File: src/hds_pkg.sv
// shared types, constants and helpers of the heat diffusion stencil engine
package hds_pkg;

    // grid store geometry
    localparam int MAX_ROWS  = 64;
    localparam int MAX_COLS  = 64;
    localparam int CELLS     = MAX_ROWS * MAX_COLS;
    localparam int ROW_IDX_W = $clog2(MAX_ROWS);
    localparam int COL_IDX_W = $clog2(MAX_COLS);
    localparam int ADDR_W    = $clog2(CELLS);

    // field widths
    localparam int OP_W      = 2;
    localparam int ROW_W     = 6;
    localparam int COL_W     = 6;
    localparam int DATA_W    = 32;
    localparam int DIM_W     = 7;
    localparam int COEF_W    = 16;
    localparam int STEP_W    = 16;
    localparam int FRAC_W    = 16;
    localparam int CFG_IDX_W = 3;

    // comparison width wide enough for any index or dimension
    localparam int CNT_W = ((ADDR_W > DIM_W) ? ADDR_W : DIM_W) + 1;

    // stream widths
    localparam int IN_DATA_W   = ((ROW_W + COL_W + DATA_W + 7) / 8) * 8;
    localparam int IN_USER_W   = OP_W;
    localparam int OUT_DATA_W  = DATA_W;
    localparam int OUT_USER_W  = 1;

    // register indexes
    localparam logic [CFG_IDX_W-1:0] CFG_GRID_ROWS = 3'd0;
    localparam logic [CFG_IDX_W-1:0] CFG_GRID_COLS = 3'd1;
    localparam logic [CFG_IDX_W-1:0] CFG_CX_COEF   = 3'd2;
    localparam logic [CFG_IDX_W-1:0] CFG_CY_COEF   = 3'd3;
    localparam logic [CFG_IDX_W-1:0] CFG_STEPS     = 3'd4;
    localparam logic [CFG_IDX_W-1:0] CFG_BOUNDARY  = 3'd5;

    // register reset values
    localparam logic [DIM_W-1:0]  RST_GRID_ROWS = 7'd64;
    localparam logic [DIM_W-1:0]  RST_GRID_COLS = 7'd64;
    localparam logic [COEF_W-1:0] RST_CX_COEF   = 16'd0;
    localparam logic [COEF_W-1:0] RST_CY_COEF   = 16'd0;
    localparam logic [STEP_W-1:0] RST_STEPS     = 16'd17;
    localparam logic [DATA_W-1:0] RST_BOUNDARY  = 32'h0001_0000;

    typedef enum logic [OP_W-1:0] {
        OP_WRITE = 2'd0,
        OP_RUN   = 2'd1,
        OP_READ  = 2'd2
    } t_op;

    // which neighbor a stencil read fetches
    typedef enum logic [2:0] {
        TAP_C = 3'd0,
        TAP_W = 3'd1,
        TAP_E = 3'd2,
        TAP_N = 3'd3,
        TAP_S = 3'd4
    } t_tap;

    typedef enum logic [2:0] {
        ST_IDLE  = 3'd0,
        ST_READ  = 3'd1,
        ST_SWEEP = 3'd2,
        ST_DRAIN = 3'd3,
        ST_EDGE  = 3'd4,
        ST_DONE  = 3'd5
    } t_state;

    typedef struct packed {
        logic [DIM_W-1:0]  grid_rows;
        logic [DIM_W-1:0]  grid_cols;
        logic [COEF_W-1:0] cx_coef;
        logic [COEF_W-1:0] cy_coef;
        logic [STEP_W-1:0] step_count;
        logic [DATA_W-1:0] boundary_value;
    } t_cfg;

    typedef struct packed {
        logic [OP_W-1:0]   operation;
        logic [ROW_W-1:0]  row;
        logic [COL_W-1:0]  col;
        logic [DATA_W-1:0] value;
    } t_item;

    // stencil read tag, travels alongside the memory read
    typedef struct packed {
        logic              valid;
        t_tap              tap;
        logic [ADDR_W-1:0] addr;
    } t_issue;

    typedef struct packed {
        logic              valid;
        logic [ADDR_W-1:0] addr;
        logic [DATA_W-1:0] data;
    } t_wr;

    typedef struct packed {
        logic              we;
        logic [ADDR_W-1:0] waddr;
        logic [DATA_W-1:0] wdata;
        logic              re;
        logic [ADDR_W-1:0] raddr;
    } t_mem_req;

    function automatic logic [DIM_W-1:0] clamp_dim(input logic [DIM_W-1:0] v, input int hi);
        if (int'(v) < 3) begin
            return DIM_W'(3);
        end else if (int'(v) > hi) begin
            return DIM_W'(hi);
        end
        return v;
    endfunction

    function automatic logic [ADDR_W-1:0] cell_addr(input logic [ROW_IDX_W-1:0] r,
                                                    input logic [COL_IDX_W-1:0] c);
        return ADDR_W'(r) * ADDR_W'(MAX_COLS) + ADDR_W'(c);
    endfunction

endpackage

File: src/hds_stencil.sv
// five-point stencil datapath: gathers neighbors, multiplies, rounds and saturates
module hds_stencil (
    input  logic                          i_clk,
    input  logic                          i_rst_n,
    input  logic [hds_pkg::COEF_W-1:0]    i_cx,
    input  logic [hds_pkg::COEF_W-1:0]    i_cy,
    input  hds_pkg::t_issue               i_issue,
    input  logic [hds_pkg::DATA_W-1:0]    i_rd_data,
    output hds_pkg::t_wr                  o_wr,
    output logic                          o_busy
);
    import hds_pkg::*;

    localparam int DX_W   = DATA_W + 2;
    localparam int PROD_W = DX_W + COEF_W + 1;
    localparam int SUM_W  = PROD_W + 2;
    localparam int HALF   = 1 << (FRAC_W - 1);

    // tag of the read in flight
    logic              r_tag_v;
    t_tap              r_tag_tap;
    logic [ADDR_W-1:0] r_tag_addr;

    // gathered neighbors
    logic signed [DATA_W-1:0] r_c, r_w, r_e, r_n;
    logic signed [DATA_W-1:0] w_rd;

    // stage 1: second differences
    logic                     r_s1_v;
    logic signed [DATA_W-1:0] r_s1_c;
    logic signed [DX_W-1:0]   r_s1_dx, r_s1_dy;
    logic [ADDR_W-1:0]        r_s1_addr;

    // stage 2: products
    logic                     r_s2_v;
    logic signed [DATA_W-1:0] r_s2_c;
    logic signed [PROD_W-1:0] r_s2_px, r_s2_py;
    logic [ADDR_W-1:0]        r_s2_addr;

    // stage 3: rounded sum
    logic                     r_s3_v;
    logic signed [SUM_W-1:0]  r_s3_sum;
    logic [ADDR_W-1:0]        r_s3_addr;

    logic [SUM_W-FRAC_W-DATA_W:0] w_hi;
    logic [DATA_W-1:0]            w_sat;

    assign w_rd = i_rd_data;

    always_ff @(posedge i_clk) begin
        if (!i_rst_n) begin
            r_tag_v <= 1'b0;
            r_s1_v  <= 1'b0;
            r_s2_v  <= 1'b0;
            r_s3_v  <= 1'b0;
        end else begin
            r_tag_v <= i_issue.valid;
            r_s1_v  <= r_tag_v && (r_tag_tap == TAP_S);
            r_s2_v  <= r_s1_v;
            r_s3_v  <= r_s2_v;
        end
    end

    always_ff @(posedge i_clk) begin
        r_tag_tap  <= i_issue.tap;
        r_tag_addr <= i_issue.addr;
        if (r_tag_v) begin
            case (r_tag_tap)
                TAP_C: r_c <= w_rd;
                TAP_W: r_w <= w_rd;
                TAP_E: r_e <= w_rd;
                TAP_N: r_n <= w_rd;
                default: begin
                end
            endcase
        end
        // south neighbor arrives last, straight from memory
        r_s1_c    <= r_c;
        r_s1_dx   <= DX_W'(r_w) + DX_W'(r_e) - (DX_W'(r_c) <<< 1);
        r_s1_dy   <= DX_W'(r_n) + DX_W'(w_rd) - (DX_W'(r_c) <<< 1);
        r_s1_addr <= r_tag_addr;

        r_s2_c    <= r_s1_c;
        r_s2_px   <= $signed({1'b0, i_cx}) * r_s1_dx;
        r_s2_py   <= $signed({1'b0, i_cy}) * r_s1_dy;
        r_s2_addr <= r_s1_addr;

        r_s3_sum  <= (SUM_W'(r_s2_c) <<< FRAC_W) + SUM_W'(r_s2_px) + SUM_W'(r_s2_py)
                   + SUM_W'(HALF);
        r_s3_addr <= r_s2_addr;
    end

    // floor shift is the upper slice; saturate when it does not fit 32 bits
    assign w_hi = r_s3_sum[SUM_W-1:FRAC_W+DATA_W-1];

    always_comb begin
        if ((&w_hi) || !(|w_hi)) begin
            w_sat = r_s3_sum[FRAC_W+DATA_W-1:FRAC_W];
        end else if (w_hi[$high(w_hi)]) begin
            w_sat = {1'b1, {(DATA_W-1){1'b0}}};
        end else begin
            w_sat = {1'b0, {(DATA_W-1){1'b1}}};
        end
    end

    assign o_wr.valid = r_s3_v;
    assign o_wr.addr  = r_s3_addr;
    assign o_wr.data  = w_sat;
    assign o_busy     = r_tag_v | r_s1_v | r_s2_v | r_s3_v;

endmodule

File: config.mk
export PLATFORM = sky130hd
export DESIGN_NAME = hds_stencil
export DESIGN_NICKNAME = d
export VERILOG_FILES = /design/src/hds_pkg.sv /design/src/hds_stencil.sv
export SDC_FILE = /design/constraint.sdc
export NUM_CORES = 2
export LEC_CHECK = 0
export BUFFER_PORTS_ARGS = -buffer_cell sky130_fd_sc_hd__buf_4
export CORE_MARGIN = 4
export CORE_UTILIZATION = 31
export DETAILED_ROUTE_END_ITERATION = 8
export SLEW_MARGIN = 0
export SYNTH_ARGS = -nofsm -noshare
export SYNTH_HDL_FRONTEND = slang
export SYNTH_SLANG_ARGS = --single-unit
File: constraint.sdc
create_clock -name i_clk -period 9.6 [get_ports i_clk]
set_input_delay 0.96 -clock i_clk [delete_from_list [all_inputs] [get_ports i_clk]]
set_output_delay 0.96 -clock i_clk [all_outputs]
set_load 0.01 [all_outputs]
[Word level (Yosys, flattened, before mapping)]
Cells that the tools add are included.
Storage, ports and cells
  register bits: 470
  input bits: 82
  logic and storage cells: 48
Cells by class
  mux-type cells: 2
  eq/ne operators: 4
  bitwise logic cells: 3
  multiply operators: 2
  reduce and logical (&&, ||, !) cells: 10
  add/sub/neg operators: 7
Operators by type and width (number)
  $mul A17 B34 Y51: 2
  $sub A33 B33 Y34: 2
  $add A32 B32 Y33: 2
  $mux W32: 2
  $add A52 B51 Y53: 1
  $add A53 B17 Y53 const B: 1
  $add A48 B51 Y52: 1
  $reduce_and A2 Y1: 4
  $eq A3 B2 Y1 const B: 2
  $reduce_and A6 Y1: 1
  $reduce_or A6 Y1: 1
  $eq A3 B1 Y1 const B: 1
  $eq A3 B3 Y1 const B: 1
  $logic_not A3 Y1: 1
  $or A1 B1 Y1: 3
  $logic_and A1 B1 Y1: 1
  $logic_not A1 Y1: 1
  $logic_or A1 B1 Y1: 1

[Longest topological paths before layout]
  depth after elaboration: 4
  gate-level depth with buffers: 27
  depth with buffers taken out: 25

[Worst setup path before layout]
OpenSTA, ideal clock, no wires.
  path kind: input port to flip-flop
  from: input port i_cy[8] (netlist bit)
  to: register r_s2_py[49]
  required time: 9.477 ns
  arrival time: 7.100 ns
  stages: 26
  library setup time: 0.123 ns
  setup slack: 2.377 ns
  cell sequence: clkbuf_1 > clkbuf_1 > nand2_1 > fa_1 > inv_1 > fa_1 > inv_1 > fa_1 > inv_1 > fa_1 > fa_1 > inv_1 > fa_1 > inv_1 > ha_1 > and3_1 > a221o_1 > nand2_1 > and4bb_2 > a211oi_1 > o211ai_2 > o31ai_2 > a2111o_1 > a31oi_1 > o21ai_1 > xor2_1
Between the ends
  cells in the longest elaborated chain, start to end: 1
Ends and longest elaborated chain
  start, declared: RTL line hds_stencil.sv:6  | input logic [hds_pkg::COEF_W-1:0] i_cy,
  $mul A17 B34 Y51: RTL line hds_stencil.sv:85  | r_s2_py <= $signed({1'b0, i_cy}) * r_s1_dy;
  end signal, assigned: RTL line hds_stencil.sv:85
  end, declared: RTL line hds_stencil.sv:37  | logic signed [PROD_W-1:0] r_s2_px, r_s2_py;
Every way passes these cells.
A chain may end at the register's enable or synchronous reset.

[Final worst setup path]
  from: register r_s1_dy[13]
  to: register r_s2_py[49]
Between the ends
  cells in the longest elaborated chain, start to end: 1
Ends and longest elaborated chain
  start, declared: RTL line hds_stencil.sv:31  | logic signed [DX_W-1:0] r_s1_dx, r_s1_dy;
  start signal, assigned: RTL line hds_stencil.sv:80  | r_s1_dy <= DX_W'(r_n) + DX_W'(w_rd) - (DX_W'(r_c) <<< 1);
  $mul A17 B34 Y51: RTL line hds_stencil.sv:85
Every way passes these cells.

==> impl_metrics.py <==
metrics = {
    "detailed_routing": {
        "first_iter_violations": 2083,
        "drt_pass1_iterations": 5,
        "ant_nets": 0,
        "vias_per_cell": 4.60,
        "routed_wl_mm": 142,
        "drc": 0,
        "vias": 38100,
        "routedWlPerCell_um": 17.1,
    },
    "sta": {
        "fin_setup_tns_ns": 0,
        "tightest_slew_ns": 1.05,
        "timing.hold.ws_ns": 0.314,
        "slew_headroom_pct": 29.6,
        "final-max-slew-violation-count": 0,
        "finalSetupViolCount": 0,
        "hold_viol": 0,
        "clock_skew_ns": 0.0404,
        "timing.fmax_mhz": 129,
        "fin_crit_sh_pct": 81.0,
        "final.min_clock_period_ns": 7.78,
        "rsz0062_at_grt": "no",
    },
    "worst_setup_path": {
        "crit_path_start": "r_s1_dy[13]$_DFF_P_",
        "reg2reg_from": "r_s1_dy[13]$_DFF_P_",
        "slowest_stage": "dfxtp_1",
        "path_delay_family": "adder cells",
        "worstPathMaxFanout": 16,
        "startpoint_type": "register",
        "crit_top_cell": "fa_1",
        "critical_path_required_ns": 10.12,
        "path_cells": "nand2_1 -> fa_1 -> fa_1 -> fa_1 -> inv_1 -> fa_1 -> fa_1 -> inv_1 -> fa_1 -> inv_1 -> ha_1 -> and3_1 -> a221o_1 -> nand2_1 -> and4bb_2 -> a211oi_1 -> o211ai_2 -> o31ai_2 -> a2111o_1 -> a31oi_1 -> o21ai_1 -> xor2_1",
        "crit_path_end": "r_s2_py[49]$_DFF_P_",
        "ff2ff_setup_slack_ns": 1.82,
        "max_stage_delay_ns": 1.00,
        "r2r-end": "r_s2_py[49]$_DFF_P_",
        "critical_path_class": "register to register",
        "reg2reg_depth": 22,
        "crit_path_end_kind": "register",
        "critPathBufInv": 3,
        "cp.depth": 22,
        "arrival_ns": 8.30,
    },
    "clock_tree": {
        "postCtsSetupBuffers": 0,
        "numCtsBuffers": 50,
        "postCtsHoldBufs": 0,
        "clk_pin_slew_ns": 0.07,
        "clockBufferDepth": 3,
        "cts_resized": 0,
        "cts_tree": "done",
        "clock_sinks": 454,
        "cts_root_buffer": "clkbuf_16",
        "htreeDepth": 2,
        "insertion_delay_ns": 0.63,
    },
    "global_route": {
        "met2_usage_pct": 28.2,
        "met1_usage_pct": 18.3,
        "grt_max_degree": 35,
        "antenna_found_initial": 23,
        "grt_pass1_wl_mm": 230,
        "grt.total_usage_pct": 15.3,
        "grt-ovfl-total": 0,
        "top_usage_layer": "met2",
        "globalRouteMet3Util_pct": 2.12,
        "grt_pass1_vias": 41800,
    },
    "placed_design": {
        "gp_congestion": 0.867,
        "io_buffers": 127,
        "hpwlAfterDp_mm": 115,
    },
    "yosys": {
        "synth-edff-count": 128,
        "synth.area.top_cells": "fa_1, dfxtp_1, inv_1, ha_1, edfxtp_1",
        "synth_ff_type": "dfxtp_1",
        "synth_top_area_share_pct": 40.2,
        "yosys_warnings": 0,
        "synth.most_common_cell": "inv_1",
        "syn_area_per_cell_um2": 9.61,
        "syn_nets": 7463,
        "netlist_area_mm2": 0.0565,
        "ys_seq_area_share_pct": 18.4,
        "synth_cell_types": 73,
        "ys_seq_elements": 454,
        "synthCells": 5875,
        "async_flop_share_pct": 0,
        "synthTopCellsByCount": "inv_1, fa_1, nand2_1",
        "synth.largest_area_cell": "fa_1",
    },
    "status": {
        "status": "finished, final reports clean",
    },
    "finish": {
        "syn_to_final_growth_pct": 9.00,
        "drive_above_1_share_pct": 4.28,
        "finalNetCount": 7465,
    },
    "die": {
        "die_h_um": 435,
        "ios": 128,
        "initial_core_util_pct": 31.2,
        "fp.dieW_um": 435,
        "dieArea_mm2": 0.189,
        "rows": 156,
        "core_mm2": 0.181,
    },
    "flow_run": {
        "cap_violations": 0,
    },
    "min_path": {
        "hp-class": "register to register",
    },
}
## area by class of cell
cell class | instances | area, um^2
Fill cell | 18300 | 119000
Multi-Input combinational cell | 3712 | 39700
Sequential cell | 454 | 10400
Inverter | 1514 | 5680
Tap cell | 2370 | 2970
Clock buffer | 68 | 1430
Timing Repair Buffer | 145 | 1090
Clock inverter | 23 | 245
Antenna cell | 15 | 37.5
## worst register-to-register path, stage by stage (launching register included)
cell and delay, ns:
dfxtp_1 1.00, nand2_1 0.21, fa_1 0.55, fa_1 0.52, fa_1 0.52, inv_1 0.06
fa_1 0.52, fa_1 0.50, inv_1 0.05, fa_1 0.47, inv_1 0.05, ha_1 0.34
and3_1 0.22, a221o_1 0.19, nand2_1 0.06, and4bb_2 0.24, a211oi_1 0.80, o211ai_2 0.27
o31ai_2 0.45, a2111o_1 0.22, a31oi_1 0.12, o21ai_1 0.19, xor2_1 0.16
## cells in the final DEF (no fill, tap or decap), types with 16 or more instances in the layout
master	count
a21o_1	138
a21oi_1	175
fa_1	1133
and3_1	19
and2_1	418
xor2_1	53
inv_1	1514
buf_4	145
nor2_1	90
nor3_1	17
o21ai_0	74
xnor2_1	138
dfxtp_1	326
o21bai_1	30
o21a_1	21
a211oi_1	16
nand4_1	32
nand2b_1	25
nand2_1	754
edfxtp_1	128
nand3_1	35
nor2b_1	27
ha_1	373
clkbuf_16	54
## metal layers
metal	vias to the layer above	part of all wire, %
li1	17400	-
met1	19700	40
met2	816	52
met3	201	4.8
met4	14	3.3
met5	-	0.059
## registers in the layout, indices dropped and copies added, names as in the netlist, 32 cells and up
name	count
r_s1_dy	34
r_e	32
r_c	32
r_n	32
r_s1_c	32
r_w	32
r_s3_sum	37
r_s2_px	51
r_s2_c	32
r_s2_py	51
r_s1_dx	34
## per-stage QoR
stage | worst slack [ns] | instances | cell area, um^2 | utilization, %
floorplan | 2.38 | 5875 | 56500 | -
global placement | 1.39 | 8195 | 59800 | 33.1
detailed placement | 1.46 | 8195 | 59800 | 33.1
CTS | 1.88 | 8286 | 61500 | 34.0
global route | 1.51 | 8293 | 61500 | 34.0
finish | 1.82 | 8301 | 61500 | 34.0
## worst min-delay path by stage
| stage | start | cells past startpoint | endpoint | slack, ns |
|---|---|---|---|---|
| 2_1_floorplan | r_tag_addr[0]$_DFF_P_ | 0 | r_s1_addr[0]$_DFF_P_ | 0.31 |
| 3_3_place_gp | r_s1_addr[8]$_DFF_P_ | 0 | r_s2_addr[8]$_DFF_P_ | 0.31 |
| 3_5_place_dp | r_s1_c[10]$_DFF_P_ | 0 | r_s2_c[10]$_DFF_P_ | 0.31 |
| 4_1_cts | r_s2_addr[0]$_DFF_P_ | 0 | r_s3_addr[0]$_DFF_P_ | 0.31 |
| 5_1_grt | r_s2_addr[0]$_DFF_P_ | 0 | r_s3_addr[0]$_DFF_P_ | 0.33 |
| 6_report | r_s2_addr[0]$_DFF_P_ | 0 | r_s3_addr[0]$_DFF_P_ | 0.31 |
## cell families after synthesis
kind of cell,share of synthesized area [%]
XOR/XNOR,2.96
multiplexers,0.0554
buffers and inverters,11.4
flip-flops,18.4
adder cells (fa/ha/maj),48.4
AND/OR/NAND/NOR,12.4
AO/OA/AOI/OAI,6.43
Power is left out: the tool's default activity adds up to more than one toggle a clock period on the data nets, which glitch-free logic cannot reach.
