==> config.mk <==
export PLATFORM = sky130hd
export DESIGN_NAME = hds_ctrl
export DESIGN_NICKNAME = d
export VERILOG_FILES = /design/src/hds_pkg.sv /design/src/hds_ctrl.sv
export SDC_FILE = /design/constraint.sdc
export NUM_CORES = 1
export LEC_CHECK = 0
export BUFFER_PORTS_ARGS = -buffer_cell sky130_fd_sc_hd__buf_2
export CAP_MARGIN = 20
export CORE_AREA = 2 2 178 180
export CTS_CLUSTER_DIAMETER = 60
export DETAILED_ROUTE_END_ITERATION = 6
export DIE_AREA = 0 0 180 182
export PLACE_DENSITY = 0.55
export SETUP_SLACK_MARGIN = 0.3
export SLEW_MARGIN = 5
export SYNTH_ARGS = -nofsm -noshare
export SYNTH_HDL_FRONTEND = slang
export SYNTH_SLANG_ARGS = --single-unit
==> constraint.sdc <==
create_clock -name i_clk -period 7.6 [get_ports i_clk]
set_input_delay 0.76 -clock i_clk [delete_from_list [all_inputs] [get_ports i_clk]]
set_output_delay 0.76 -clock i_clk [all_outputs]
set_load 0.02 [all_outputs]
==> src/hds_pkg.sv <==
// shared types, constants and helpers of the heat diffusion stencil engine
package hds_pkg;

    // grid store geometry
    localparam int MAX_ROWS  = 64;
    localparam int MAX_COLS  = 64;
    localparam int CELLS     = MAX_ROWS * MAX_COLS;
    localparam int ROW_IDX_W = $clog2(MAX_ROWS);
    localparam int COL_IDX_W = $clog2(MAX_COLS);
    localparam int ADDR_W    = $clog2(CELLS);

    // field widths
    localparam int OP_W      = 2;
    localparam int ROW_W     = 6;
    localparam int COL_W     = 6;
    localparam int DATA_W    = 32;
    localparam int DIM_W     = 7;
    localparam int COEF_W    = 16;
    localparam int STEP_W    = 16;
    localparam int FRAC_W    = 16;
    localparam int CFG_IDX_W = 3;

    // comparison width wide enough for any index or dimension
    localparam int CNT_W = ((ADDR_W > DIM_W) ? ADDR_W : DIM_W) + 1;

    // stream widths
    localparam int IN_DATA_W   = ((ROW_W + COL_W + DATA_W + 7) / 8) * 8;
    localparam int IN_USER_W   = OP_W;
    localparam int OUT_DATA_W  = DATA_W;
    localparam int OUT_USER_W  = 1;

    // register indexes
    localparam logic [CFG_IDX_W-1:0] CFG_GRID_ROWS = 3'd0;
    localparam logic [CFG_IDX_W-1:0] CFG_GRID_COLS = 3'd1;
    localparam logic [CFG_IDX_W-1:0] CFG_CX_COEF   = 3'd2;
    localparam logic [CFG_IDX_W-1:0] CFG_CY_COEF   = 3'd3;
    localparam logic [CFG_IDX_W-1:0] CFG_STEPS     = 3'd4;
    localparam logic [CFG_IDX_W-1:0] CFG_BOUNDARY  = 3'd5;

    // register reset values
    localparam logic [DIM_W-1:0]  RST_GRID_ROWS = 7'd64;
    localparam logic [DIM_W-1:0]  RST_GRID_COLS = 7'd64;
    localparam logic [COEF_W-1:0] RST_CX_COEF   = 16'd0;
    localparam logic [COEF_W-1:0] RST_CY_COEF   = 16'd0;
    localparam logic [STEP_W-1:0] RST_STEPS     = 16'd17;
    localparam logic [DATA_W-1:0] RST_BOUNDARY  = 32'h0001_0000;

    typedef enum logic [OP_W-1:0] {
        OP_WRITE = 2'd0,
        OP_RUN   = 2'd1,
        OP_READ  = 2'd2
    } t_op;

    // which neighbor a stencil read fetches
    typedef enum logic [2:0] {
        TAP_C = 3'd0,
        TAP_W = 3'd1,
        TAP_E = 3'd2,
        TAP_N = 3'd3,
        TAP_S = 3'd4
    } t_tap;

    typedef enum logic [2:0] {
        ST_IDLE  = 3'd0,
        ST_READ  = 3'd1,
        ST_SWEEP = 3'd2,
        ST_DRAIN = 3'd3,
        ST_EDGE  = 3'd4,
        ST_DONE  = 3'd5
    } t_state;

    typedef struct packed {
        logic [DIM_W-1:0]  grid_rows;
        logic [DIM_W-1:0]  grid_cols;
        logic [COEF_W-1:0] cx_coef;
        logic [COEF_W-1:0] cy_coef;
        logic [STEP_W-1:0] step_count;
        logic [DATA_W-1:0] boundary_value;
    } t_cfg;

    typedef struct packed {
        logic [OP_W-1:0]   operation;
        logic [ROW_W-1:0]  row;
        logic [COL_W-1:0]  col;
        logic [DATA_W-1:0] value;
    } t_item;

    // stencil read tag, travels alongside the memory read
    typedef struct packed {
        logic              valid;
        t_tap              tap;
        logic [ADDR_W-1:0] addr;
    } t_issue;

    typedef struct packed {
        logic              valid;
        logic [ADDR_W-1:0] addr;
        logic [DATA_W-1:0] data;
    } t_wr;

    typedef struct packed {
        logic              we;
        logic [ADDR_W-1:0] waddr;
        logic [DATA_W-1:0] wdata;
        logic              re;
        logic [ADDR_W-1:0] raddr;
    } t_mem_req;

    function automatic logic [DIM_W-1:0] clamp_dim(input logic [DIM_W-1:0] v, input int hi);
        if (int'(v) < 3) begin
            return DIM_W'(3);
        end else if (int'(v) > hi) begin
            return DIM_W'(hi);
        end
        return v;
    endfunction

    function automatic logic [ADDR_W-1:0] cell_addr(input logic [ROW_IDX_W-1:0] r,
                                                    input logic [COL_IDX_W-1:0] c);
        return ADDR_W'(r) * ADDR_W'(MAX_COLS) + ADDR_W'(c);
    endfunction

endpackage

==> src/hds_ctrl.sv <==
// sequencer: host access, sweep and edge walks, bank routing, result register
module hds_ctrl (
    input  logic                          i_clk,
    input  logic                          i_rst_n,
    input  hds_pkg::t_cfg                 i_cfg,
    input  logic                          i_in_valid,
    output logic                          o_in_ready,
    input  hds_pkg::t_item                i_item,
    output logic                          o_out_valid,
    input  logic                          i_out_ready,
    output logic [hds_pkg::DATA_W-1:0]    o_out_value,
    output logic                          o_out_done,
    input  logic [hds_pkg::DATA_W-1:0]    i_q_a,
    input  logic [hds_pkg::DATA_W-1:0]    i_q_b,
    output hds_pkg::t_mem_req             o_req_a,
    output hds_pkg::t_mem_req             o_req_b,
    output logic [hds_pkg::DATA_W-1:0]    o_rd_data,
    output hds_pkg::t_issue               o_issue,
    input  logic                          i_busy,
    input  hds_pkg::t_wr                  i_wr
);
    import hds_pkg::*;

    t_state               r_state, n_state;
    logic                 r_cur, n_cur;
    logic [ROW_IDX_W-1:0] r_i, n_i;
    logic [COL_IDX_W-1:0] r_j, n_j;
    t_tap                 r_tap, n_tap;
    logic [STEP_W-1:0]    r_steps, n_steps;
    logic                 r_rd_bank, n_rd_bank;
    logic                 r_rd_ok, n_rd_ok;
    logic                 r_out_valid;
    logic [DATA_W-1:0]    r_out_value;
    logic                 r_out_done;

    logic                 w_accept;
    t_op                  w_op;
    logic                 w_in_range;
    logic [ADDR_W-1:0]    w_host_addr;
    logic [ADDR_W-1:0]    w_center;
    logic [DIM_W-1:0]     w_rows, w_cols;
    logic [CNT_W-1:0]     w_rows_m1, w_rows_m2, w_cols_m1, w_cols_m2;
    logic [CNT_W-1:0]     w_i, w_j;
    logic                 w_sw_last_j, w_sw_last;
    logic                 w_edge_row, w_edge_last_j, w_edge_last;

    // memory access of this cycle before bank routing
    logic                 w_we, w_wbank, w_re;
    logic [ADDR_W-1:0]    w_waddr, w_raddr;
    logic [DATA_W-1:0]    w_wdata;

    // result load
    logic                 w_load;
    logic [DATA_W-1:0]    w_load_value;
    logic                 w_load_done;

    assign w_rows    = clamp_dim(i_cfg.grid_rows, MAX_ROWS);
    assign w_cols    = clamp_dim(i_cfg.grid_cols, MAX_COLS);
    assign w_rows_m1 = CNT_W'(w_rows) - CNT_W'(1);
    assign w_rows_m2 = CNT_W'(w_rows) - CNT_W'(2);
    assign w_cols_m1 = CNT_W'(w_cols) - CNT_W'(1);
    assign w_cols_m2 = CNT_W'(w_cols) - CNT_W'(2);
    assign w_i       = CNT_W'(r_i);
    assign w_j       = CNT_W'(r_j);

    assign w_sw_last_j   = (w_j == w_cols_m2);
    assign w_sw_last     = w_sw_last_j && (w_i == w_rows_m2);
    assign w_edge_row    = (w_i == '0) || (w_i == w_rows_m1);
    assign w_edge_last_j = (w_j == w_cols_m1);
    assign w_edge_last   = w_edge_last_j && (w_i == w_rows_m1);

    assign o_in_ready = (r_state == ST_IDLE) && (!r_out_valid || i_out_ready);
    assign w_accept   = i_in_valid && o_in_ready;
    assign w_op       = t_op'(i_item.operation);
    assign w_in_range = (CNT_W'(i_item.row) < CNT_W'(MAX_ROWS))
                     && (CNT_W'(i_item.col) < CNT_W'(MAX_COLS));
    assign w_host_addr = cell_addr(ROW_IDX_W'(i_item.row), COL_IDX_W'(i_item.col));
    assign w_center    = cell_addr(r_i, r_j);

    // next state
    always_comb begin
        n_state = r_state;
        unique case (r_state)
            ST_IDLE: begin
                if (w_accept) begin
                    case (w_op)
                        OP_RUN:  n_state = (i_cfg.step_count == '0) ? ST_DONE : ST_SWEEP;
                        OP_READ: n_state = ST_READ;
                        default: n_state = ST_IDLE;
                    endcase
                end
            end
            ST_READ:  n_state = ST_IDLE;
            ST_SWEEP: begin
                if ((r_tap == TAP_S) && w_sw_last) begin
                    n_state = ST_DRAIN;
                end
            end
            ST_DRAIN: begin
                if (!i_busy) begin
                    n_state = ST_EDGE;
                end
            end
            ST_EDGE: begin
                if (w_edge_last) begin
                    n_state = (r_steps == STEP_W'(1)) ? ST_DONE : ST_SWEEP;
                end
            end
            ST_DONE:  n_state = ST_IDLE;
            default:  n_state = ST_IDLE;
        endcase
    end

    // outputs and counters
    always_comb begin
        n_cur        = r_cur;
        n_i          = r_i;
        n_j          = r_j;
        n_tap        = r_tap;
        n_steps      = r_steps;
        n_rd_bank    = r_rd_bank;
        n_rd_ok      = r_rd_ok;
        w_we         = 1'b0;
        w_wbank      = ~r_cur;
        w_waddr      = i_wr.addr;
        w_wdata      = i_wr.data;
        w_re         = 1'b0;
        w_raddr      = w_host_addr;
        o_issue      = '0;
        w_load       = 1'b0;
        w_load_value = '0;
        w_load_done  = 1'b0;

        // stencil results land in the destination bank
        if (i_wr.valid) begin
            w_we = 1'b1;
        end

        unique case (r_state)
            ST_IDLE: begin
                if (w_accept) begin
                    case (w_op)
                        OP_WRITE: begin
                            w_we    = w_in_range;
                            w_wbank = r_cur;
                            w_waddr = w_host_addr;
                            w_wdata = i_item.value;
                            w_load  = 1'b1;
                        end
                        OP_RUN: begin
                            n_steps = i_cfg.step_count;
                            n_i     = ROW_IDX_W'(1);
                            n_j     = COL_IDX_W'(1);
                            n_tap   = TAP_C;
                        end
                        OP_READ: begin
                            w_re      = 1'b1;
                            n_rd_bank = r_cur;
                            n_rd_ok   = w_in_range;
                        end
                        default: w_load = 1'b1;
                    endcase
                end
            end
            ST_READ: begin
                w_load       = 1'b1;
                w_load_value = r_rd_ok ? o_rd_data : '0;
            end
            ST_SWEEP: begin
                w_re          = 1'b1;
                n_rd_bank     = r_cur;
                o_issue.valid = 1'b1;
                o_issue.tap   = r_tap;
                o_issue.addr  = w_center;
                case (r_tap)
                    TAP_C: begin
                        w_raddr = w_center;
                        n_tap   = TAP_W;
                    end
                    TAP_W: begin
                        w_raddr = w_center - ADDR_W'(1);
                        n_tap   = TAP_E;
                    end
                    TAP_E: begin
                        w_raddr = w_center + ADDR_W'(1);
                        n_tap   = TAP_N;
                    end
                    TAP_N: begin
                        w_raddr = w_center - ADDR_W'(MAX_COLS);
                        n_tap   = TAP_S;
                    end
                    default: begin
                        w_raddr = w_center + ADDR_W'(MAX_COLS);
                        n_tap   = TAP_C;
                        if (w_sw_last_j) begin
                            n_j = COL_IDX_W'(1);
                            n_i = r_i + ROW_IDX_W'(1);
                        end else begin
                            n_j = r_j + COL_IDX_W'(1);
                        end
                    end
                endcase
            end
            ST_DRAIN: begin
                if (!i_busy) begin
                    n_i = '0;
                    n_j = '0;
                end
            end
            ST_EDGE: begin
                w_we    = 1'b1;
                w_waddr = w_center;
                w_wdata = i_cfg.boundary_value;
                if (w_edge_last) begin
                    n_cur   = ~r_cur;
                    n_steps = r_steps - STEP_W'(1);
                    n_i     = ROW_IDX_W'(1);
                    n_j     = COL_IDX_W'(1);
                    n_tap   = TAP_C;
                end else if (w_edge_last_j) begin
                    n_i = r_i + ROW_IDX_W'(1);
                    n_j = '0;
                end else if (w_edge_row) begin
                    n_j = r_j + COL_IDX_W'(1);
                end else begin
                    // interior row: jump from the left edge to the right edge
                    n_j = COL_IDX_W'(w_cols_m1);
                end
            end
            ST_DONE: begin
                w_load      = 1'b1;
                w_load_done = 1'b1;
            end
            default: begin
            end
        endcase
    end

    // bank routing
    always_comb begin
        o_req_a       = '0;
        o_req_b       = '0;
        o_req_a.we    = w_we && !w_wbank;
        o_req_b.we    = w_we && w_wbank;
        o_req_a.waddr = w_waddr;
        o_req_b.waddr = w_waddr;
        o_req_a.wdata = w_wdata;
        o_req_b.wdata = w_wdata;
        o_req_a.re    = w_re && !n_rd_bank;
        o_req_b.re    = w_re && n_rd_bank;
        o_req_a.raddr = w_raddr;
        o_req_b.raddr = w_raddr;
    end

    assign o_rd_data = r_rd_bank ? i_q_b : i_q_a;

    always_ff @(posedge i_clk) begin
        if (!i_rst_n) begin
            r_state     <= ST_IDLE;
            r_cur       <= 1'b0;
            r_i         <= '0;
            r_j         <= '0;
            r_tap       <= TAP_C;
            r_steps     <= '0;
            r_rd_bank   <= 1'b0;
            r_rd_ok     <= 1'b0;
            r_out_valid <= 1'b0;
        end else begin
            r_state   <= n_state;
            r_cur     <= n_cur;
            r_i       <= n_i;
            r_j       <= n_j;
            r_tap     <= n_tap;
            r_steps   <= n_steps;
            r_rd_bank <= n_rd_bank;
            r_rd_ok   <= n_rd_ok;
            if (w_load) begin
                r_out_valid <= 1'b1;
            end else if (r_out_valid && i_out_ready) begin
                r_out_valid <= 1'b0;
            end
        end
    end

    always_ff @(posedge i_clk) begin
        if (w_load) begin
            r_out_value <= w_load_value;
            r_out_done  <= w_load_done;
        end
    end

    assign o_out_valid = r_out_valid;
    assign o_out_value = r_out_value;
    assign o_out_done  = r_out_done;

endmodule

Word-level counts from Yosys, hierarchy flattened. Cells that the tools add are included.

Magnitude comparators: 4. Equal/unequal tests: 24. Bitwise logic cells: 1. Reductions and logical operators: 35. Multiplexer cells: 70. Add/sub/neg operators: 13.

Operators by type and width (number): 32-bit two-way mux (3); 6-bit two-way mux (12); 16-bit two-way mux (4); 32-bit case mux with 2 select lines (1); 6-bit by 13-bit equality test with 1-bit output (4); 12-bit case mux with 4 select lines (1); 6-bit case mux with 4 select lines (2); 7-bit two-way mux (6); 12-bit two-way mux (3); 16-bit case mux with 2 select lines (1); 3-bit two-way mux (9); 12-bit by 6-bit adder with 12-bit output (2); 12-bit case mux with 2 select lines (1); 3-bit case mux with 4 select lines (2); 1-bit two-way mux (19); 16-bit by 1-bit equality test with 1-bit output, second input constant (1); 16-bit zero test (1); 16-bit by 1-bit subtractor with 16-bit output, second input constant (1); 7-bit by 1-bit subtractor with 8-bit output, second input constant (2); 7-bit by 2-bit subtractor with 8-bit output, second input constant (2); 7-bit greater-than comparator, second input constant (2); 7-bit by 2-bit < comparator with 1-bit output, second input constant (2); 13-bit zero test (1); 12-bit by 1-bit adder with 12-bit output, second input constant (1); 31 further kinds (64).

Input bits: 254. Logic and storage cells: 158. Output and inout port bits: 199. Flip-flop bits (word level): 71.

Depth between registers and ports, before layout. Gate-level depths: netlist (run 1).

Depth in word-level cells: 11. Depth in mapped cells: 14. Gate-level depth less buffers: 13.

Worst setup path after synthesis (run 1). OpenSTA, ideal clock, no wires.

Path kind: input port to flip-flop. Start: input i_out_ready. End: register r_out_done (netlist: o_out_done), enable pin. Required time: 7.163 ns. Buffers on the path: 1. Library setup time: 0.437 ns. Arrival: 3.739 ns. Stages on the path: 6. Slack: 3.424 ns. Path through: nor2b_1 nor4_1 and2_1 clkbuf_1 inv_1 o22ai_1.

Longest elaborated chain between the ends: 5.

Ends and longest elaborated chain: from (decl) (line hds_ctrl.sv:10) `input logic i_out_ready,`; 1-bit logical OR (line hds_ctrl.sv:72) `assign o_in_ready = (r_state == ST_IDLE) && (!r_out_valid || i_out_ready);`; 1-bit logical AND (line hds_ctrl.sv:72); named net o_in_ready (line hds_ctrl.sv:7) `output logic o_in_ready,`; 1-bit logical AND (line hds_ctrl.sv:73) `assign w_accept = i_in_valid && o_in_ready;`; 1-bit two-way mux (line hds_ctrl.sv:141) `if (w_accept) begin`; 1-bit case mux with 2 select lines (line hds_ctrl.sv:139) `unique case (r_state)`; named net w_load (line hds_ctrl.sv:53) `logic w_load;`; to (signal assigned) (line hds_ctrl.sv:288) `r_out_done <= w_load_done;`; to (decl) (line hds_ctrl.sv:34) `logic r_out_done;`.

The timed path passes the listed nets, and every way through them passes these cells. A chain may end at the register's enable or synchronous reset.

==> results_dict.tcl, run 1 <==
set metrics [dict create \
    run_status "complete, but fails checks" \
    violations "DRC" \
    synth_edf_count 33 \
    syn_to_final_growth_pct 32.24 \
    drv_slew 0 \
    yosys_most_used_dff "dfxtp_1" \
    worst_skew_pair.late_latency_ns 0.34 \
    synth_common_cells "inv_1, nor2_1, buf_4" \
    wl_per_cell_um 17.65 \
    cp-start-kind "flip-flop" \
    dp_slack_ns 3.157 \
    min_path_cells 2 \
    syn_nets 1201 \
    reg2reg_depth 9 \
    grtUsageTotal 0.1663 \
    stdcell_area_mm2 0.009509 \
    max-cap-violations 0 \
    finalHoldViolCount 0 \
    skew_ns 0.01529 \
    cts_tree "yes" \
    place.gp.congestion 0.8044 \
    layout-drive-gt1-share 0.4026 \
    core_area_mm2 0.03099 \
    layout_setup_ws_ns 2.791 \
    swShare 0.4083 \
    fmax_ghz 0.2080 \
    seq_area_frac_synth 0.2436 \
    drcViolationCount 5 \
    power.internal_uw 912.7 \
    min_path_type "reg2reg" \
    cts.sinks 71 \
    cts_max_level 3 \
    synth_area_mm2 0.007191 \
    first_pass_iters 7 \
    combPwrFrac 0.436 \
    maxSlewHeadroom 0.3339 \
    finalSetupViolCount 0 \
    synth_area_leaders "edfxtp_1, dfxtp_1, a222oi_1" \
    ios 453 \
    tightest_slew_ns 0.9991 \
    port_buffers 420 \
    pwr-share-clk 0.265 \
    yosysTopAreaCell "edfxtp_1" \
    yosysTopAreaCellShare 0.1378 \
    setup_tns_ns 0 \
    start_util 0.2321 \
    path_clk_slew_ns 0.07 \
    overflow 0 \
    cts_buffers 9 \
    grt_max_degree 60 \
    syn_inst 923 \
    seq_power_share 0.300 \
    die_area_mm2 0.03276 \
    dpl_cell_area_mm2 0.009196 \
    cts_root_buffer "clkbuf_16" \
    first_iter_violations 744 \
    nFillCells 3361 \
    core.rowCount 65 \
    cts_buffer_depth 2 \
    ys_ff_latch 71 \
    post-cts-setup-buffers 0 \
    die_h_um 182 \
    p_per_area_mw_per_mm2 162.2 \
    dp.final_hpwl_um 23160 \
    rsz0062_at_grt "false" \
    peakVddDrop_mv 0.1544 \
    grt_first_pass_wirelength_um 43100 \
    avgViaCountPerCell 4.993 \
    hold_buffers 0 \
    antenna_found_initial 3 \
    critPathKind "reg2out" \
    finalNetCount 1515 \
    worstPathMaxFanout 10 \
    endpoint_kind "output pin" \
    antenna_left 0 \
    p_total_uw 1543 \
    p_sw_uw 629.9 \
    yosys_warnings 0 \
    p_leak_uw 0.004412 \
    ys_types 79 \
    vias 8214 \
    final.min_clock_period_ns 4.809 \
    cts_resized 0 \
    period_share 0.6327 \
    avgSynthCellArea_um2 7.791 \
    yosysMostFrequentCell "inv_1" \
    cp.required_ns 6.84 \
    die_w_um 180 \
    critPathArrivalTime_ns 4.05 \
    wirelength_um 29040 \
    synth-async-reset-ratio 0 \
    first_global_vias 7491 \
]
per-layer routing:
layer | vias up | wire [um] | GRT usage
met5 | - | 13 | 0
met4 | 2 | 350 | 0.03935
met3 | 14 | 1911 | 0.03069
met2 | 372 | 14560 | 0.2979
met1 | 3869 | 12200 | 0.2056
li1 | 3957 | - | -
power groups by stage:
| stage | sequential [uW] | combinational, uW | clock (uW) |
|---|---|---|---|
| 6_report | 462 | 672 | 408 |
| 2_1_floorplan | 484 | 447 | 0 |
| 3_5_place_dp | 472 | 666 | 0 |
| 4_1_cts | 463 | 670 | 422 |
| 3_3_place_gp | 471 | 662 | 0 |
| 5_1_grt | 467 | 729 | 441 |
cells in the final DEF, fill, tap and decap left out, types with 9 or more instances in the layout:
cell type  Yosys  layout
dfxtp_1       38      38
o211ai_1      11      11
nor2b_1       42      42
mux2_2        33      33
inv_1         74      74
clkbuf_16      0       9
nor4_1        11      11
a21oi_1       52      52
edfxtp_1      33      33
nand3_1       18      18
ha_1          23      23
nand2_1       51      51
xnor2_1       15      15
a31oi_1       15      15
o21ai_0       48      48
and2_1        11      10
xor2_1        17      17
a222oi_1      43      43
or3_1         11      11
nor3_1        33      33
nor2_1        66      66
buf_2          9     420
nand2b_1      18      18
flip-flops by register name (all words and copies together) (netlist names):
name	count
r_j	6
r_steps	16
r_tap	3
o_out_done	1
o_out_value	32
r_rd_ok	1
r_cur	1
o_out_valid	1
r_rd_bank	1
r_i	6
r_state	3
worst max-delay path: stages, from the launching register on:
cell	delay, ns
dfxtp_1	0.37
inv_1	0.20
nand2_1	0.14
nor2_1	0.31
inv_1	0.28
ha_1	0.34
a21o_1	0.17
a21oi_1	0.28
o211ai_1	0.20
a31oi_1	0.30
and3b_1	0.22
o32a_1	0.14
o21ai_0	0.08
a31oi_1	0.41
buf_2	0.25
logic make-up (layout without fill, tap and decap cells):
family | count (synthesis) | count (layout) | synth area share
AOI/OAI and AO/OA | 251 | 251 | 0.2501
DFF | 71 | 71 | 0.2436
buffers and inverters | 200 | 519 | 0.1359
adders and majority gates | 24 | 24 | 0.04281
muxes | 39 | 39 | 0.06003
other | 0 | 1 | 0
and+or+nand+nor | 305 | 305 | 0.2255
xor gates and xnor gates | 33 | 33 | 0.04211
stage by stage:
step / utilization / hold WS (ns) / instances
floorplan: - / 0.4345 / 923
CTS: 0.3059 / 0.4693 / 1643
global route: 0.3069 / 0.4888 / 1645
global placement: 0.2961 / 0.4489 / 1626
detailed placement: 0.2968 / 0.4613 / 1627
finish: 0.3069 / 0.4656 / 1645
path summary, 6_finish.rpt:
path	to	start	slack (ns)
worst max-delay path	o_req_a[9]	r_tap[0]	2.79
worst min-delay path	r_steps[15]	r_steps[15]	0.47
worst max register to register	r_steps[9]	r_j[4]	4.33
worst min register to register	r_steps[15]	r_steps[15]	0.47
final cells by class:
class	instances	area, um^2	share of cell area
sequential	71	1752	0.1842
timing repair buffer	429	2202	0.2316
clock buffer	11	242.7	0.02553
tap	402	503.0	0.05289
antenna	1	2.502	0.0002632
multi-input combinational	652	4489	0.4721
clock inverter	5	40.04	0.004211
inverter	74	277.8	0.02921
Note: power is estimated with default switching activity, not from simulation.
==> run 2: changes to the inputs <==
--- a/config.mk
+++ b/config.mk
@@ -7,11 +7,11 @@
 export LEC_CHECK = 0
 export BUFFER_PORTS_ARGS = -buffer_cell sky130_fd_sc_hd__buf_2
 export CAP_MARGIN = 20
-export CORE_AREA = 2 2 178 180
+export CORE_AREA = 2 2 175 177
 export CTS_CLUSTER_DIAMETER = 60
 export DETAILED_ROUTE_END_ITERATION = 6
-export DIE_AREA = 0 0 180 182
-export PLACE_DENSITY = 0.55
+export DIE_AREA = 0 0 177 179
+export PLACE_DENSITY = 0.56
 export SETUP_SLACK_MARGIN = 0.3
 export SLEW_MARGIN = 5
 export SYNTH_ARGS = -nofsm -noshare
==> constraint.sdc (replaced) <==
create_clock -name i_clk -period 5 [get_ports i_clk]
set_input_delay 0.5 -clock i_clk [delete_from_list [all_inputs] [get_ports i_clk]]
set_output_delay 0.5 -clock i_clk [all_outputs]
set_load 0.02 [all_outputs]
==> run 2 against run 1 <==
- critical path depth stayed put
- clock power is 69% higher
- global-route usage is 0.39 points higher
- design area is 0.88% higher
- cell count hardly changed
- critical path type unchanged
- worst hold slack worse by 0.044 ns
- register-to-register slack worse by 2.5 ns
- first-iteration DRC count is 15% lower
- clock-buffer cell count is 2 lower
- the flow now finishes without violations
- utilization is 1.3 points higher
- clock skew is 0.0055 ns lower
==> results_dict.tcl, run 2 (synthesized netlist as in run 1, its figures left out) <==
set metrics [dict create \
    overflow 0 \
    run_status "complete, no violations" \
    finalSetupViolCount 0 \
    layout-drive-gt1-share 0.4061 \
    drcViolationCount 0 \
    first_pass_iters 7 \
    largest_reg_flops 32 \
    r2r_end "r_steps[0]" \
    swShare 0.3939 \
    cp.required_ns 4.50 \
    p_total_uw 2423 \
    core.rowCount 64 \
    wl_per_cell_um 17.85 \
    hold_buffers 0 \
    port_buffers 420 \
    final.min_clock_period_ns 4.292 \
    skew_ns 0.009744 \
    r2r-start "r_i[3]" \
    cts_max_level 3 \
    cts_buffers 9 \
    avgViaCountPerCell 5.053 \
    cts_tree "yes" \
    vias 8307 \
    tightest_slew_ns 0.9724 \
    worstPathMaxFanout 10 \
    path_clk_slew_ns 0.06 \
    min_path_cells 3 \
    cts_root_buffer "clkbuf_16" \
    p_per_area_mw_per_mm2 252.5 \
    die_w_um 177 \
    period_share 0.8584 \
    wirelength_um 29340 \
    grt_first_pass_wirelength_um 41310 \
    min_path_type "in2reg" \
    first_global_vias 7310 \
    p_sw_uw 954.2 \
    drv_slew 0 \
    cts_buffer_depth 2 \
    combPwrFrac 0.426 \
    cts.sinks 71 \
    first_iter_violations 633 \
    worst_skew_pair.late_latency_ns 0.34 \
    core_area_mm2 0.03003 \
    syn_to_final_growth_pct 33.41 \
    seq_power_share 0.289 \
    power.internal_uw 1468 \
    die_area_mm2 0.03168 \
    layout_setup_ws_ns 0.7081 \
    critPathArrivalTime_ns 3.79 \
    cts_resized 0 \
    setup_tns_ns 0 \
    finalHoldViolCount 0 \
    finalNetCount 1520 \
    grt_max_degree 53 \
    post-cts-setup-buffers 0 \
    dp_slack_ns 0.8960 \
    max-cap-violations 0 \
    maxSlewHeadroom 0.3518 \
    antenna_found_initial 4 \
    peakVddDrop_mv 0.1236 \
    p_leak_uw 0.004453 \
    rsz0062_at_grt "false" \
    utilization 0.3195 \
    cp-start-kind "flip-flop" \
    reg2reg_depth 8 \
    r2r_setup_slack_ns 1.80 \
    min_from "i_busy" \
    antenna_left 0 \
    place.gp.congestion 0.8428 \
    die_h_um 179 \
    start_util 0.2395 \
    grtUsageTotal 0.1702 \
    dp.final_hpwl_um 23640 \
    critPathKind "reg2out" \
    fmax_ghz 0.2330 \
    endpoint_kind "output pin" \
    final_common_cell "buf_2" \
    ios 453 \
    mostFrequentLayoutCells "buf_2, inv_1, nor2_1" \
    pwr-share-clk 0.285 \
    min_to "r_state[0]" \
]
run 2: layout make-up:
class | instances | area (um^2)
inverters | 74 | 277.8
fillers | 3314 | 20440
clock buffers | 9 | 225.2
clock inverters | 6 | 86.33
diodes | 2 | 5.005
well taps | 396 | 495.5
repair buffers | 434 | 2260
multi-input cells | 652 | 4492
flip-flops and latches | 71 | 1752
run 2: power groups by stage:
| stage | combinational, uW | clock, uW | sequential (uW) |
|---|---|---|---|
| finish | 1030 | 689 | 701 |
| global route | 1120 | 731 | 706 |
| CTS | 1030 | 711 | 702 |
| detailed placement | 1020 | 0 | 715 |
| global placement | 1010 | 0 | 714 |
| floorplan | 680 | 0 | 735 |
run 2: how the worst max path moves through the flow:
stage / end / slack, ns / cells past startpoint / startpoint
finish: o_req_b[11] / 0.71 / 14 / r_tap[0]
global route: o_req_b[9] / 0.39 / 14 / r_tap[0]
CTS: o_req_b[11] / 0.56 / 14 / r_tap[0]
detailed placement: r_steps[0] / 0.90 / 13 / i_cfg[84]
global placement: o_req_b[11] / 0.95 / 14 / r_tap[0]
floorplan: o_out_done / 1.08 / 6 / i_out_ready
run 2: stage by stage:
step	instance area [um^2]	cells	hold slack [ns]
5_1_grt	9588	1642	0.4236
2_1_floorplan	7191	923	0.4345
3_5_place_dp	9219	1625	0.4518
6_report	9593	1644	0.4212
3_3_place_gp	9199	1624	0.4464
4_1_cts	9530	1640	0.4078
run 2: worst max-delay path, stage by stage, from the launching register on:
cell      delay [ns]
dfxtp_1         0.37
inv_1           0.17
nand2_1         0.14
nor2_2          0.24
inv_1           0.25
ha_1            0.33
a21o_1          0.17
a21oi_1         0.28
o211ai_1        0.19
a31oi_1         0.30
a21oi_1         0.12
a21oi_1         0.18
xnor2_1         0.08
o21ai_0         0.38
buf_2           0.25
run 2: metal layers:
metal  track usage  up-vias  part of all wire
met5             0        -           0.00092
met4       0.05510        4             0.023
met3       0.02926       33             0.093
met2        0.3022      447              0.49
met1        0.2079     3848              0.39
li1              -     3975                 -
==> run 3: changes to the inputs <==
--- a/config.mk
+++ b/config.mk
@@ -7,11 +7,14 @@
 export LEC_CHECK = 0
 export BUFFER_PORTS_ARGS = -buffer_cell sky130_fd_sc_hd__buf_2
 export CAP_MARGIN = 20
-export CORE_AREA = 2 2 175 177
+export CELL_PAD_IN_SITES_DETAIL_PLACEMENT = 1
+export CELL_PAD_IN_SITES_GLOBAL_PLACEMENT = 2
+export CORE_ASPECT_RATIO = 0.9
+export CORE_MARGIN = 2
+export CORE_UTILIZATION = 22
 export CTS_CLUSTER_DIAMETER = 60
 export DETAILED_ROUTE_END_ITERATION = 6
-export DIE_AREA = 0 0 177 179
-export PLACE_DENSITY = 0.56
+export PLACE_DENSITY = 0.87
 export SETUP_SLACK_MARGIN = 0.3
 export SLEW_MARGIN = 5
 export SYNTH_ARGS = -nofsm -noshare
==> constraint.sdc (replaced) <==
create_clock -name i_clk -period 4.1 [get_ports i_clk]
set_input_delay 0.41 -clock i_clk [delete_from_list [all_inputs] [get_ports i_clk]]
set_output_delay 0.41 -clock i_clk [all_outputs]
set_load 0.02 [all_outputs]
==> run 3 against run 2 <==
- clock power up 21%
- clock-buffer cell count is 2 higher
- clock skew is 0.0068 ns higher
- die area grew 7.8%
- sequential share of layout area is 0.25 points lower
- setup slack worse by 0.26 ns
- global-route usage up 1.9 points
- routed wire length grew 13%
- design area increased by 1.5%
- critical endpoint is now o_req_b[9]
- largest cell class unchanged
- largest power group unchanged
- highest routed layer unchanged
==> results_dict.tcl, run 3 (synthesized netlist as in run 1, its figures left out) <==
set metrics [dict create \
    run_status "complete, no violations" \
    cts_buffer_depth 2 \
    avgViaCountPerCell 4.977 \
    largest_reg_flops 32 \
    core.rowCount 62 \
    cp.required_ns 3.69 \
    grtUsageTotal 0.1889 \
    max-cap-violations 0 \
    start_util 0.2244 \
    ios 453 \
    first_iter_violations 526 \
    fmax_ghz 0.2739 \
    die_h_um 175.5 \
    p_leak_uw 0.004534 \
    critPathArrivalTime_ns 3.24 \
    port_buffers 420 \
    first_pass_iters 7 \
    pwr-share-clk 0.278 \
    reg2reg_depth 8 \
    min_from "i_busy" \
    peakVddDrop_mv 0.2274 \
    worstPathMaxFanout 10 \
    dpl_cell_area_mm2 0.009359 \
    mostFrequentLayoutCells "buf_2, inv_1, nor2_1" \
    min_path_cells 3 \
    instances_no_fill 1680 \
    cp-start-kind "flip-flop" \
    wl_per_cell_um 19.70 \
    final_common_cell "buf_2" \
    wirelength_um 33100 \
    rsz0062_at_grt "false" \
    min_to "r_state[0]" \
    stdcell_area_mm2 0.009734 \
    cts_max_level 3 \
    final.min_clock_period_ns 3.651 \
    combPwrFrac 0.440 \
    overflow 0 \
    worst_skew_pair.late_latency_ns 0.36 \
    period_share 0.8904 \
    dp_cells 1662 \
    r2r_setup_slack_ns 0.99 \
    r2r-start "r_i[3]" \
    grt_max_degree 49 \
    finalNetCount 1537 \
    power.internal_uw 1781 \
    maxSlewHeadroom 0.3430 \
    n_antenna_cell 0 \
    skew_ns 0.01652 \
    cts_buffers 9 \
    grt_first_pass_wirelength_um 49800 \
    place.gp.congestion 0.8351 \
    die_area_mm2 0.03415 \
    die_w_um 194.6 \
    critPathKind "reg2out" \
    path_clk_slew_ns 0.07 \
    drv_slew 0 \
    dp.final_hpwl_um 27010 \
    nFillCells 3974 \
    core_area_mm2 0.03204 \
    drcViolationCount 0 \
    hold_buffers 0 \
    p_per_area_mw_per_mm2 307.6 \
    syn_to_final_growth_pct 35.38 \
    antenna_left 0 \
    antenna_found_initial 4 \
    swShare 0.4052 \
    r2r_end "r_steps[12]" \
    p_total_uw 2995 \
    tightest_slew_ns 0.9854 \
    holdWs_ns 0.3490 \
    cts_tree "yes" \
    endpoint_kind "output pin" \
    cts.sinks 71 \
    cts_root_buffer "clkbuf_16" \
    seq_power_share 0.283 \
    min_path_type "in2reg" \
    vias 8361 \
    first_global_vias 8367 \
    layout-drive-gt1-share 0.4209 \
    p_sw_uw 1214 \
    setup_tns_ns 0 \
    finalHoldViolCount 0 \
    finalSetupViolCount 0 \
]
==> run 3: cell count changes in the layout (fill, tap and decap cells not counted), moves of 2 or more <==
cell,before,now
o21ai_2,1,3
a21oi_1,52,50
diode_2,2,0
buf_16,2,0
o21ai_0,48,46
buf_2,420,418
buf_4,11,33
==> run 3: area by class of cell <==
cell class                      instances  area, um^2  share of cell area
Multi-Input combinational cell        652        4534              0.4658
Tap cell                              416       520.5             0.05347
Sequential cell                        71        1753              0.1801
Clock inverter                          5       55.05            0.005656
Timing Repair Buffer                  451        2340              0.2404
Inverter                               74       277.8             0.02853
Clock buffer                           11       254.0             0.02609
==> run 3: per-stage QoR <==
step	util	setup WS, ns
6_report	0.3038	0.4494
5_1_grt	0.3038	0.2830
3_3_place_gp	0.2921	0.3355
2_1_floorplan	-	0.4440
3_5_place_dp	0.2921	0.2250
4_1_cts	0.3023	0.3198
==> run 3: power by group through the flow <==
stage | combinational (uW) | clock [uW] | sequential [uW]
6_report | 1320 | 832 | 847
5_1_grt | 1430 | 877 | 854
4_1_cts | 1320 | 859 | 846
3_5_place_dp | 1310 | 0 | 862
3_3_place_gp | 1290 | 0 | 860
2_1_floorplan | 831 | 0 | 895
==> run 3: worst max-delay path by stage <==
stage,end,startpoint,cells after the start
after floorplan,o_req_b[11],r_tap[1],14
after global placement,r_steps[12],i_cfg[92],13
after detailed placement,o_req_a[11],r_tap[0],14
after CTS,o_req_a[11],r_tap[0],14
after global routing,o_req_a[9],r_tap[0],14
final,o_req_b[9],r_tap[0],14
==> run 3: critical path: stages, from the launching register on <==
cell	delay (ns)
dfxtp_2	0.36
inv_1	0.09
nand2_2	0.10
nor2_4	0.16
inv_2	0.13
ha_1	0.29
a21o_1	0.21
a21oi_4	0.18
o211ai_1	0.18
a31oi_2	0.30
and3b_1	0.22
o32a_1	0.15
o21ai_0	0.09
a31oi_1	0.24
buf_4	0.19
==> run 3: layer usage <==
metal  GRT usage  up-vias  part of all wire
met5           0        -            0.0016
met4     0.06506        8             0.027
met3     0.03495       42             0.062
met2      0.3353      335              0.49
met1      0.2289     3967              0.42
li1            -     4009                 -
==> run 3: repair_timing <==
item	CTS	global route
setup endpoints to repair	14	18
endpoints found under the hold margin	0	0
buffers inserted	0	2
pin swaps	0	5
gates resized for setup	6	11
